<file path="src/hw/rtl/spss_pkg.sv">
// ----------------------------------------------------------------------------
// spss_pkg
// Shared types and defaults for the sorted pair sum search block.
// ----------------------------------------------------------------------------
package spss_pkg;

    localparam int DEPTH_DEF      = 1024;
    localparam int DATA_WIDTH_DEF = 32;

    typedef struct packed {
        logic bank;
        logic dropped;
    } job_ctl_t;

    typedef enum logic [2:0] {
        ST_IDLE,
        ST_INIT,
        ST_FETCH,
        ST_CMP,
        ST_DONE
    } srch_state_t;

endpackage

</file>
<file path="src/hw/rtl/spss_queue.sv">
// ----------------------------------------------------------------------------
// spss_queue
// Two-entry job queue between the loader and the search engine; one entry
// per list buffer.
// ----------------------------------------------------------------------------
module spss_queue #(
    parameter int DEPTH      = spss_pkg::DEPTH_DEF,
    parameter int DATA_WIDTH = spss_pkg::DATA_WIDTH_DEF,
    localparam int CNT_W     = $clog2(DEPTH + 1)
) (
    input  logic                         clk,
    input  logic                         rst_n,
    input  logic                         push,
    input  spss_pkg::job_ctl_t           push_ctl,
    input  logic [CNT_W-1:0]             push_count,
    input  logic signed [DATA_WIDTH-1:0] push_target,
    input  logic                         pop,
    output logic                         full,
    output logic                         empty,
    output spss_pkg::job_ctl_t           head_ctl,
    output logic [CNT_W-1:0]             head_count,
    output logic signed [DATA_WIDTH-1:0] head_target
);

    spss_pkg::job_ctl_t           ctl_q [2];
    logic [CNT_W-1:0]             cnt_q [2];
    logic signed [DATA_WIDTH-1:0] tgt_q [2];
    logic                         wr_ptr_reg, rd_ptr_reg;
    logic [1:0]                   fill_reg, fill_next;
    logic                         do_push, do_pop;

    assign full    = fill_reg == 2'd2;
    assign empty   = fill_reg == 2'd0;
    assign do_push = push && !full;
    assign do_pop  = pop && !empty;

    assign head_ctl    = ctl_q[rd_ptr_reg];
    assign head_count  = cnt_q[rd_ptr_reg];
    assign head_target = tgt_q[rd_ptr_reg];

    always_comb
    begin
        fill_next = fill_reg;
        if (do_push && !do_pop)
        begin
            fill_next = fill_reg + 2'd1;
        end
        else if (do_pop && !do_push)
        begin
            fill_next = fill_reg - 2'd1;
        end
    end

    always_ff @(posedge clk)
    begin
        if (do_push)
        begin
            ctl_q[wr_ptr_reg] <= push_ctl;
            cnt_q[wr_ptr_reg] <= push_count;
            tgt_q[wr_ptr_reg] <= push_target;
        end
    end

    always_ff @(posedge clk or negedge rst_n)
    begin
        if (!rst_n)
        begin
            wr_ptr_reg <= 1'b0;
            rd_ptr_reg <= 1'b0;
            fill_reg   <= 2'd0;
        end
        else
        begin
            if (do_push)
            begin
                wr_ptr_reg <= !wr_ptr_reg;
            end
            if (do_pop)
            begin
                rd_ptr_reg <= !rd_ptr_reg;
            end
            fill_reg <= fill_next;
        end
    end

endmodule

</file>
<file path="config.mk">
export PLATFORM = sky130hd
export DESIGN_NAME = spss_queue
export DESIGN_NICKNAME = d
export VERILOG_FILES = /design/src/hw/rtl/spss_pkg.sv /design/src/hw/rtl/spss_queue.sv
export SDC_FILE = /design/constraint.sdc
export NUM_CORES = 1
export LEC_CHECK = 0
export ABC_AREA = 1
export BUFFER_PORTS_ARGS = -buffer_cell sky130_fd_sc_hd__buf_2
export CORE_ASPECT_RATIO = 1.4
export CORE_MARGIN = 4
export CORE_UTILIZATION = 47
export CTS_BUF_LIST = sky130_fd_sc_hd__clkbuf_8
export CTS_CLUSTER_DIAMETER = 30
export DETAILED_ROUTE_END_ITERATION = 16
export PLACE_DENSITY = 0.69
export SYNTH_ARGS = -nofsm -noshare
export SYNTH_HDL_FRONTEND = slang
export SYNTH_SLANG_ARGS = --single-unit
export TNS_END_PERCENT = 20
</file>
<file path="constraint.sdc">
create_clock -name clk -period 3.96 [get_ports clk]
set_input_delay 0 -clock clk [delete_from_list [all_inputs] [get_ports clk]]
set_output_delay 0 -clock clk [all_outputs]
set_load 0.02 [all_outputs]
</file>
==> metrics <==
status finished clean; Vias 2371; Ys Warns 0; most flop-heavy register tgt_q; largest net degree at the start of global routing 48; Core ar. 0.00731 sq mm; TritonCTS clock tree yes; Post-CTS Setup Bufs 0; Crit-path slowest cell dfrtp_2; crit end category primary output; Netlist cell types 15; initial drt markers 142; crit path DAT 2260 ps; Worst R2R Setup Slack 2050 ps; worst reg2reg path startpoint fill_reg[0]$_DFFE_PN0P_; Tot GR Track Use roughly 17%; I/O Buffers 95; most frequent cells in the layout nand2_1, buf_2, edfxtp_1; Die Height about 110 um; # rows 37; Pwr Total 3.45 mW; post-synthesis xor/xnor area fraction 0.250%; antenna viol nets, final 0; Synth Cell Area 0.00350 sq mm; Hold Slack around 47 ps; Synth Area in Adders 0.357%; RSZ-0062 raised after global routing no; Syn Inst Count 266; layout cell share with drive strength beyond 1 27.8%; routability cong. 0.703; clock insertion delay at the later pin of the skew report 360 ps; CP Data Required Time 3960 ps; crit-path cells inv_2 -> nand2_1 -> nand2_1 -> buf_2; initial core utilization 47.9%; max reg flops 64; # DRC 0; Hold Vio Cnt, Final 0; synthesized flop and latch total 94; Root Driver clkbuf_8; cts bufs inserted 9; PD cells 719 mW/mm^2; CP max stage delay 910 ps; CTS H-tree depth 3; Overflow after GRT 0; first-pass GRT wire length 10900 um; routed length per instance between 10 and 15 um; FF-to-FF path depth 3; Seq/Total Area, Yosys 80.1%; Crit Path Class register to primary output; DP HPWL 4180 um; count of final setup violators 0; Reg clk slew, reported paths ~90 ps; Largest regs tgt_q: 64 flops, cnt_q: 22 flops, ctl_q: 4 flops; DR pass1 iterations 4; clock buffer depth 2; max-cap violation count 0; critical path launch point type register; worst hold path type primary input to register; CP Launch Point rd_ptr_reg$_DFFE_PN0P_; area delta synth->final 37.0%; hold_sp push; DRT Wirelength 6950 um; Critical Path Sink head_target[31]; vias in the first global route 2324; Avg Cell Area, Syn 13.2 sq um; total negative slack 0 ps; CP Max Fanout between 40 and 50; most common cell after layout, fill and taps aside nand2_1; Top cell by count, worst path nand2_1; post-synthesis compound-gate area fraction 0.286%; FF-to-FF End tgt_q[1][16]$_DFFE_PP_; Leak 2.09 nW; mux cell area share after synthesis 0%; layout filler cell count 569; fin nets approximately 460; Setup Skew around 8 ps; die width 80.9 um; crit share post-route a little under three fifths; initial antenna violation count 0; TritonCTS Sinks 94; Worst slew margin between 30 and 40%; Slew Limit Fails 0; hold path depth 5; peak supply drop 0.488 mV; Post-Synth Simple-Gate Area 16.5%; IO Pins between 90 and 100; die area a little under 0.009 sq mm; Vias/cell ~4.6; largest family of logic cells by synthesized area simple AND/OR/NAND/NOR gates; DP Area just over 0.004 sq mm; Max Clk Rate 0.442 GHz; # diodes 0; slew at the pin with the worst max-slew slack 955 ps; syn_nets 316; Final Instance Area 0.00480 sq mm; Final min period 2260 ps
[final cells by class]
cell class	count	area [sq um]	share of cell area, %
clock inverter	7	136	2.84
timing repair buffer	144	963	20.1
clock buffer	9	124	2.58
multi-input combinational	155	618	12.9
inverter	8	30.0	0.626
tap	97	121	2.53
sequential	94	2800	58.5
[synth_stat cells]
cell / number / share of area [%]
nand3b_1: 1 / 0.21
nand2_1: 144 / 15
o21ai_0: 2 / 0.29
nor2_2: 2 / 0.36
nand3_1: 1 / 0.14
xnor2_1: 1 / 0.25
nand4_1: 1 / 0.18
buf_2: 4 / 0.57
dfrtp_1: 4 / 2.9
inv_2: 1 / 0.11
inv_1: 7 / 0.75
ha_1: 1 / 0.36
nor2_1: 2 / 0.21
buf_4: 5 / 1.1
edfxtp_1: 90 / 77
[worst min path at each step]
stage | end | slack (ps)
6_report | wr_ptr_reg$_DFFE_PN0P_ | 50
5_1_grt | wr_ptr_reg$_DFFE_PN0P_ | 50
4_1_cts | wr_ptr_reg$_DFFE_PN0P_ | 40
3_5_place_dp | fill_reg[1]$_DFFE_PN0P_ | -180
3_3_place_gp | fill_reg[1]$_DFFE_PN0P_ | -180
2_1_floorplan | fill_reg[0]$_DFFE_PN0P_ | -300
[layer usage]
layer | GRT usage [%] | up-vias | wire (um)
met1 | 19.1 | 1113 | 2600
li1 | - | 1179 | -
met5 | 0 | - | 0
met2 | 28.9 | 73 | 3860
met3 | 5.61 | 6 | 403
met4 | 6.64 | 0 | 77
[critical path, delay by kind of cell (launching register included)]
kind | cells | cell delay, ps
DFF | 1 | 910
and+or+nand+nor | 2 | 250
buffers and inverters | 2 | 730
[report_power, final]
group / switching [mW] / internal [mW] / total (mW)
Combinational: 0.806 / 0.360 / 1.17
Clock: 0.315 / 0.480 / 0.794
Sequential: 0.130 / 1.36 / 1.49
[kinds of logic (layout without fill, tap and decap cells)]
kind of cell | after synthesis | after routing
simple gates | 151 | 151
buf+inv | 17 | 168
compound gates | 2 | 2
flops | 94 | 94
fa+ha+maj | 1 | 1
xor+xnor | 1 | 1
[metrics by stage]
step           setup WS [ps]  instances  utilization, %
6_report                1700        514            65.6
5_1_grt                 1410        514            65.6
4_1_cts                 1630        514            65.6
3_5_place_dp            2020        450            55.5
3_3_place_gp            2080        450            55.5
2_1_floorplan           1030        266               -
[what timing repair did]
action                    in CTS  in global routing
hold buffers                  48                  0
hold endpoints to repair      95                  0
resized for setup              0                  0
No activity file was read; power rests on OpenSTA's default activity.
