--- src/hw/rtl/spss_pkg.sv ---
// ----------------------------------------------------------------------------
// spss_pkg
// Shared types and defaults for the sorted pair sum search block.
// ----------------------------------------------------------------------------
package spss_pkg;

    localparam int DEPTH_DEF      = 1024;
    localparam int DATA_WIDTH_DEF = 32;

    typedef struct packed {
        logic bank;
        logic dropped;
    } job_ctl_t;

    typedef enum logic [2:0] {
        ST_IDLE,
        ST_INIT,
        ST_FETCH,
        ST_CMP,
        ST_DONE
    } srch_state_t;

endpackage

--- src/hw/rtl/spss_front.sv ---
// ----------------------------------------------------------------------------
// spss_front
// Accepts list elements, writes them into the free list buffer and posts a
// search job when the final element of a list arrives.
// ----------------------------------------------------------------------------
module spss_front #(
    parameter int DEPTH      = spss_pkg::DEPTH_DEF,
    parameter int DATA_WIDTH = spss_pkg::DATA_WIDTH_DEF,
    localparam int IDX_W     = $clog2(DEPTH),
    localparam int CNT_W     = $clog2(DEPTH + 1)
) (
    input  logic                         clk,
    input  logic                         rst_n,
    input  logic                         item_valid,
    output logic                         item_ready,
    input  logic signed [DATA_WIDTH-1:0] value,
    input  logic signed [DATA_WIDTH-1:0] target,
    input  logic                         last,
    input  logic                         q_full,
    output logic                         push,
    output spss_pkg::job_ctl_t           push_ctl,
    output logic [CNT_W-1:0]             push_count,
    output logic signed [DATA_WIDTH-1:0] push_target,
    output logic                         mem_wr_en,
    output logic [IDX_W:0]               mem_wr_addr,
    output logic signed [DATA_WIDTH-1:0] mem_wr_data
);

    logic [CNT_W-1:0] count_reg, count_next;
    logic             dropped_reg, dropped_next;
    logic             bank_reg, bank_next;
    logic             accept;
    logic             room;
    logic [CNT_W-1:0] count_upd;
    logic             dropped_upd;

    assign item_ready  = !q_full;
    assign accept      = item_valid && !q_full;
    assign room        = count_reg < CNT_W'(DEPTH);
    assign count_upd   = room ? count_reg + CNT_W'(1) : count_reg;
    assign dropped_upd = dropped_reg || !room;

    assign mem_wr_en   = accept && room;
    assign mem_wr_addr = {bank_reg, count_reg[IDX_W-1:0]};
    assign mem_wr_data = value;

    assign push             = accept && last;
    assign push_ctl.bank    = bank_reg;
    assign push_ctl.dropped = dropped_upd;
    assign push_count       = count_upd;
    assign push_target      = target;

    always_comb
    begin
        count_next   = count_reg;
        dropped_next = dropped_reg;
        bank_next    = bank_reg;
        if (accept)
        begin
            if (last)
            begin
                count_next   = '0;
                dropped_next = 1'b0;
                bank_next    = !bank_reg;
            end
            else
            begin
                count_next   = count_upd;
                dropped_next = dropped_upd;
            end
        end
    end

    always_ff @(posedge clk or negedge rst_n)
    begin
        if (!rst_n)
        begin
            count_reg   <= '0;
            dropped_reg <= 1'b0;
            bank_reg    <= 1'b0;
        end
        else
        begin
            count_reg   <= count_next;
            dropped_reg <= dropped_next;
            bank_reg    <= bank_next;
        end
    end

endmodule

--- config.mk ---
export PLATFORM = sky130hd
export DESIGN_NAME = spss_front
export DESIGN_NICKNAME = d
export VERILOG_FILES = /design/src/hw/rtl/spss_pkg.sv /design/src/hw/rtl/spss_front.sv
export SDC_FILE = /design/constraint.sdc
export NUM_CORES = 1
export LEC_CHECK = 0
export ABC_AREA = 1
export BUFFER_PORTS_ARGS = -buffer_cell sky130_fd_sc_hd__buf_2
export CAP_MARGIN = 20
export CORE_MARGIN = 8
export CORE_UTILIZATION = 35
export CTS_BUF_LIST = sky130_fd_sc_hd__clkbuf_8
export DETAILED_ROUTE_END_ITERATION = 8
export PLACE_DENSITY_LB_ADDON = 0.05
export SLEW_MARGIN = 20
export SYNTH_ARGS = -nofsm -noshare
export SYNTH_HDL_FRONTEND = slang
export SYNTH_SLANG_ARGS = --single-unit
--- constraint.sdc ---
create_clock -name clk -period 1.7 [get_ports clk]
set_input_delay 0.255 -clock clk [delete_from_list [all_inputs] [get_ports clk]]
set_output_delay 0.255 -clock clk [all_outputs]
set_load 0.02 [all_outputs]
==> summary.md, run 1 <==
| Metric | Value |
|---|---|
| First-pass GRT wire length | 5.375 mm |
| GRT Util Overall | 10.68% |
| Starting Density | 35.80% |
| Top post-synthesis cells by area | buf_4, dfrtp_1, nand2_1, inv_1, nand3_1 |
| CTS tree | built |
| Hold Path Sink | count_reg[4] |
| PortBufs | 31 |
| Number of global-route vias before repair | 1031 |
| Setup violations, final | 0 |
| Yosys warns | 0 |
| Async set or reset register ratio after synthesis | 100.0% |
| Clock Latency Late Sink | 240 ps |
| Root buffer cell | clkbuf_8 |
| FF-to-FF End | count_reg[7] |
| Synth top cells by count | buf_4, nand2_1, inv_1, dfrtp_1, nand3_1 |
| Antenna Cells | 0 |
| FF-to-FF setup slack | 460 ps |
| Via count | 952 |
| Register area | 331.6 um^2 |
| Area occupied by multi-input gates | 470.5 um^2 |
| Power Density | 733.9 nW/um^2 |
| Num CTS Buffers | 3 |
| Critical Path AT | 1400 ps |
| Vias per cell | 4.555 |
| CP Max Fanout | 6 |
| RSZ-0062 raised after global routing | yes |
| Area share of the largest cell type after synthesis | 41.49% |
| Area delta synth->final | -9.043% |
| Ports | 160 |
| DP Worst Slack | 137.7 ps |
| Clock skew | 4.645 ps |
| Synth area leader | buf_4 |
| Worst-case vdd ir drop | 0.3746 mV |
| # DRC | 0 |
| Hold Fails Final Rpt | 0 |
| Placeable Area | 3943 um^2 |
| WP buf/inv | 3 |
| Cells along the critical path | buf_6, nand2_4, nor2_4, nand3_1, nand2_1, nand2_1, inv_2, buf_6 |
| Initial DRC Count | 27 |
| Syn Area/Cell | 7.351 um^2 |
| Fin crit share | 97.47% |
| Period minus WS final | 1657 ps |
| Crit path kind | register to output port |
| Post-synthesis sequential area ratio | 23.05% |
| Cell count after synthesis | 192 |
| Max Cap Viol | 0 |
| CTS Buffer Depth | 2 |
| Final worst slack | 43.06 ps |
| Die height | 79.50 um |
| CP startpoint kind | register |
| Std cell rows | 23 |
| Share of post-route cells with drive strength above 1 | 49.69% |
| Crit. End Element | output port |
| Final Routed Wirelength | 3.439 mm |
| Hpwl dp | 2.704 mm |
| Htree depth | 1 |
| Hold_sp | last |
| Max Slew Vio Count | 0 |
| Slowest cell on crit path | dfrtp_1 |
| Gpl congestion | 0.7755 |
| Clock sink count | 13 |
| Mapped cell area | 1411 um^2 |
| CP Data Required Time | 1440 ps |
| Post-synth cell types | 25 |
| Most frequent cell after synthesis | buf_4 |
| Post-synth EDFFs | 0 |
| Grt ovf | 0 |
| Hold Path Depth | 4 |
| Drt wl/cell | 16.45 um |
| Nets | 230 |
| Max FFs per register | 11 |
| # fillers | 445 |
| Worst-margin pin slew | 332.0 ps |
| Syn Nets | 262 |
| CP max stage delay | 420 ps |
| Hold Crit Class | primary input to register |
| Largest net degree at the start of global routing | 14 |
| Fmax | 603.5 MHz |
| Drt pass-1 iters | 4 |
| Die area | 6320 um^2 |
| Die width | 79.50 um |
| Pleak | 0.6871 nW |
| CTS clk-pin slew, worst paths | 60 ps |
| Post-route ant nets | 0 |
| R2r startpoint | count_reg[0] |
| Worst r2r path cells | 7 |
| #FFs+latches synth | 13 |
| Initial antenna violation count | 0 |
| Outcome | completed |
| Design Power | 942.1 uW |
| Post-synth top flop | dfrtp_1 |
| Top delay family on crit path | simple AND/OR/NAND/NOR gates |
| Crit path depth | 8 |
| Max-slew headroom | 77.87% |
## metrics by stage
stage / hold WS (ps) / setup TNS, ps / utilization, % / cell area [um^2] / cells
final: 339.5 / 0 / 32.56 / 1284 / 209
after detailed placement: 181.9 / 0 / 26.63 / 1050 / 196
after global placement: 185.2 / 0 / 26.63 / 1050 / 196
after floorplan: -40.59 / 0 / - / 1411 / 192
after global routing: 353.4 / -176.0 / 32.56 / 1284 / 209
after CTS: 338.7 / -6.487 / 29.07 / 1146 / 206
## cells by family after synthesis
logic type	share of synthesized area, %
buf+inv	47.87
flops	23.05
fa+ha+maj	0.8864
compound gates	4.078
simple gates	21.63
xor+xnor	2.483
## worst max-delay path by stage
stage	slack (ps)	start	endpoint
2_1_floorplan	260	count_reg[0]	push_count[4]
3_3_place_gp	160	count_reg[10]	push_count[9]
3_5_place_dp	140	count_reg[10]	push_count[7]
4_1_cts	-4	count_reg[0]	push_count[10]
5_1_grt	-40	count_reg[1]	push_count[9]
6_report	40	count_reg[0]	push_count[9]
## worst min-delay path: stages
cell	delay (ps)
buf_2	110
nor2_4	70
nand2_1	60
nand2_1	40
## report_power, final
group,switching (mW),total (mW),internal (mW)
Sequential,0.0315,0.368,0.337
Combinational,0.184,0.300,0.116
Clock,0.114,0.274,0.159
Total,0.330,0.942,0.613
## area by class of cell
type | instances | area share (%)
well taps | 50 | 4.873
repair buffers | 43 | 23.20
inverters | 19 | 5.945
clock buffers | 3 | 3.216
multi-input cells | 80 | 36.65
clock inverters | 1 | 0.2924
flip-flops and latches | 13 | 25.83
## repair_timing
item | CTS | global route
hold buffers | 1 | 0
endpoints found under the hold margin | 13 | 0
setup endpoints to repair | 8 | 9
resized for setup | 2 | 38
pin swaps | 1 | 11
setup buffers | 5 | 3
## cell usage in the layout, fill, tap and decap left out, types with 2 or more instances in the layout
master,Yosys,final
o21ai_2,2,2
nand3_2,0,2
nand2_1,40,36
buf_6,1,8
clkbuf_8,0,3
buf_2,1,23
nand3_1,9,7
nor2_4,2,4
a21oi_1,2,2
buf_4,78,11
o21ai_1,2,2
nor2_1,4,3
xor2_1,3,2
dfrtp_1,13,8
nand4_1,3,3
dfrtp_2,0,5
nand2_2,3,6
inv_1,15,12
nor2_2,3,2
inv_2,3,7
## layer usage
layer / share of wire [%] / vias up / routed length [um] / track usage (%)
li1: - / 440 / - / -
met1: 34 / 409 / 1176 / 10.38
met2: 46 / 73 / 1597 / 16.71
met3: 14 / 30 / 466 / 5.180
met4: 5.8 / 0 / 199 / 9.259
met5: 0 / - / 0 / 0
(Power assumes the default switching activity.)
==> run 2: changes to the inputs <==
--- a/config.mk
+++ b/config.mk
@@ -13,5 +13,5 @@
 export CTS_BUF_LIST = sky130_fd_sc_hd__clkbuf_8
 export DETAILED_ROUTE_END_ITERATION = 8
-export PLACE_DENSITY_LB_ADDON = 0.05
+export PLACE_DENSITY_LB_ADDON = 0.15
 export SLEW_MARGIN = 20
 export SYNTH_ARGS = -nofsm -noshare
==> constraint.sdc (replaced) <==
create_clock -name clk -period 1.7 [get_ports clk]
set_input_delay 0.085 -clock clk [delete_from_list [all_inputs] [get_ports clk]]
set_output_delay 0.085 -clock clk [all_outputs]
set_load 0.02 [all_outputs]
==> run 2 against run 1 <==
Via count fell by 5.1%. First-iteration DRC count rose by 44%. Clock power barely moved. Non-clock buffer count fell by 9. Global-route usage fell by 0.15 points. Utilization fell by 4.1 points. Flip-flop and latch count did not move. Total power fell by 4.3%. Largest power group unchanged.
==> summary.md, run 2 (same netlist as run 1, synthesis figures left out) <==
| Metric | Value |
|---|---|
| Htree depth | 1 (unchanged) |
| Die width | 79.50 um (unchanged) |
| Met2 Use GR | 16.14% (was 16.71%) |
| Gpl congestion | 0.7562 (was 0.7755) |
| Starting Density | 35.80% (unchanged) |
| FF-to-FF End | count_reg[8] (was count_reg[7]) |
| Hold WS | 161.8 ps (was 339.5 ps) |
| Met3 Usage GRT | 6.419% (was 5.180%) |
| Hold Path Sink | count_reg[4] (unchanged) |
| GRT busiest layer | met2 (unchanged) |
| CP Data Required Time | 1620 ps (was 1440 ps) |
| Setup violations, final | 0 (unchanged) |
| Root buffer cell | clkbuf_8 (unchanged) |
| Initial antenna violation count | 0 (unchanged) |
| Critical Path AT | 1460 ps (was 1400 ps) |
| Antenna Cells | 0 (unchanged) |
| Slowest cell on crit path | dfrtp_2 (was dfrtp_1) |
| Share of post-route cells with drive strength above 1 | 38.00% (was 49.69%) |
| Nets | 221 (was 230) |
| PortBufs | 31 (unchanged) |
| # DRC | 0 (unchanged) |
| Ports | 160 (unchanged) |
| Fmax | 648.5 MHz (was 603.5 MHz) |
| Placeable Area | 3943 um^2 (unchanged) |
| Period minus WS final | 1542 ps (was 1657 ps) |
| Max-slew headroom | 77.63% (was 77.87%) |
| Worst-case vdd ir drop | 0.1782 mV (was 0.3746 mV) |
| First-pass GRT wire length | 5.264 mm (was 5.375 mm) |
| Crit. End Element | output port (unchanged) |
| Die area | 6320 um^2 (unchanged) |
| Max Cap Viol | 0 (unchanged) |
| Max FFs per register | 11 (unchanged) |
| CTS clk-pin slew, worst paths | 60 ps (about the same) |
| GRT Util Overall | 10.53% (was 10.68%) |
| FF-to-FF setup slack | 470 ps (was 460 ps) |
| Area delta synth->final | -20.39% (was -9.043%) |
| Power Density | 802.1 nW/um^2 (was 733.9 nW/um^2) |
| Hold_sp | last (unchanged) |
| Worst-margin pin slew | 335.6 ps (was 332.0 ps) |
| Std cell rows | 23 (unchanged) |
| Number of global-route vias before repair | 989 (was 1031) |
| Hpwl dp | 2.821 mm (was 2.704 mm) |
| Final Routed Wirelength | 3.426 mm (was 3.439 mm) |
| Origin of the worst setup path | count_reg[0] (unchanged) |
| Initial DRC Count | 39 (was 27) |
| CTS tree | built (unchanged) |
| Drt wl/cell | 17.13 um (was 16.45 um) |
| Routing usage on met1 | 9.954% (was 10.38%) |
| CTS Buffer Depth | 2 (unchanged) |
| Worst r2r path cells | 8 (was 7) |
| Most common cell after layout, fill and taps aside | nand2_1 (unchanged) |
| CP Max Fanout | 5 (was 6) |
| CP startpoint kind | register (unchanged) |
| Clock Latency Late Sink | 240 ps (about the same) |
| Setup TNS | 0 ps (unchanged) |
| Clock skew | 5.220 ps (was 4.645 ps) |
| Fin crit share | 90.70% (was 97.47%) |
| Hold Fails Final Rpt | 0 (unchanged) |
| Crit path kind | register to output port (unchanged) |
| Crit path top cell by count | nand2_1 |
| Pleak | 0.6340 nW (was 0.6871 nW) |
| Grt ovf | 0 (unchanged) |
| Via count | 903 (was 952) |
| Drt pass-1 iters | 5 (was 4) |
| Hold Path Depth | 4 (unchanged) |
| Vias per cell | 4.515 (was 4.555) |
| Max Slew Vio Count | 0 (unchanged) |
| Largest net degree at the start of global routing | 14 (unchanged) |
| R2r startpoint | count_reg[0] (unchanged) |
| Die height | 79.50 um (unchanged) |
| Post-route ant nets | 0 (unchanged) |
| Cells along the critical path | ha_4, nand2_1, nor2_1, nand2_1, nand2_1, nand2_1, inv_1, buf_2 (was buf_6, nand2_4, nor2_4, nand3_1, nand2_1, nand2_1, inv_2, buf_6) |
| # fillers | 454 (was 445) |
| Register area | 331.6 um^2 (unchanged) |
| CP max stage delay | 440 ps (was 420 ps) |
| Clock sink count | 13 (unchanged) |
| Hold Crit Class | primary input to register (unchanged) |
| Commonest cells after routing, fill and taps aside | nand2_1, buf_2, inv_1 (unchanged) |
| Num CTS Buffers | 3 (unchanged) |
| Area occupied by multi-input gates | 427.9 um^2 (was 470.5 um^2) |
| Outcome | completed (unchanged) |
-- run 2: worst max path at each step --
stage               cells past startpoint              to
CTS                                     8   push_count[6]
detailed placement                      6  push_count[10]
global route                            7   push_count[9]
finish                                  8   push_count[6]
global placement                        8   push_count[6]
floorplan                               6    count_reg[4]
-- run 2: worst max-delay path: cells and delay by family (launching register included) --
kind          cells  cell delay [ps]
flops             1              440
simple gates      5              390
fa+ha+maj         1              180
buf+inv           2              200
-- run 2: what timing repair did --
| action | in CTS | in global routing |
|---|---|---|
| endpoints found under the setup margin | 0 | 6 |
| setup buffers | 0 | 1 |
| gates resized for setup | 0 | 9 |
| hold buffers | 1 | 0 |
| endpoints found under the hold margin | 13 | 0 |
-- run 2: where the power goes --
group          leakage (nW)  switching (mW)  internal [mW]  total [mW]
Clock                0.0269           0.114          0.159       0.273
Combinational         0.438           0.167         0.0875       0.254
Sequential            0.169          0.0358          0.338       0.374
Total                 0.634           0.316          0.585       0.901
-- run 2: layout make-up --
cell class                 count  share of cell area (%)
inverter                      19                   6.793
tap                           50                   5.568
multi-input combinational     80                   38.08
timing repair buffer          34                   16.04
clock buffer                   3                   3.675
clock inverter                 1                  0.3341
sequential                    13                   29.51
-- run 2: per-layer routing --
layer	vias up	wire, um	share of wire (%)
met4	0	197	5.8
met2	64	1512	44
li1	423	-	-
met3	28	558	16
met5	-	0	0
met1	388	1159	34
-- run 2: through the flow --
step	worst slack (ps)	instance area (um^2)	power (mW)	utilization [%]	cells
3_3_place_gp	323.3	1035	0.6229	26.25	194
6_report	158.0	1124	0.9012	28.50	200
2_1_floorplan	296.3	1411	0.7975	-	192
4_1_cts	36.33	1090	0.9073	27.64	199
5_1_grt	-16.44	1124	0.9585	28.50	200
3_5_place_dp	311.1	1035	0.6248	26.25	194
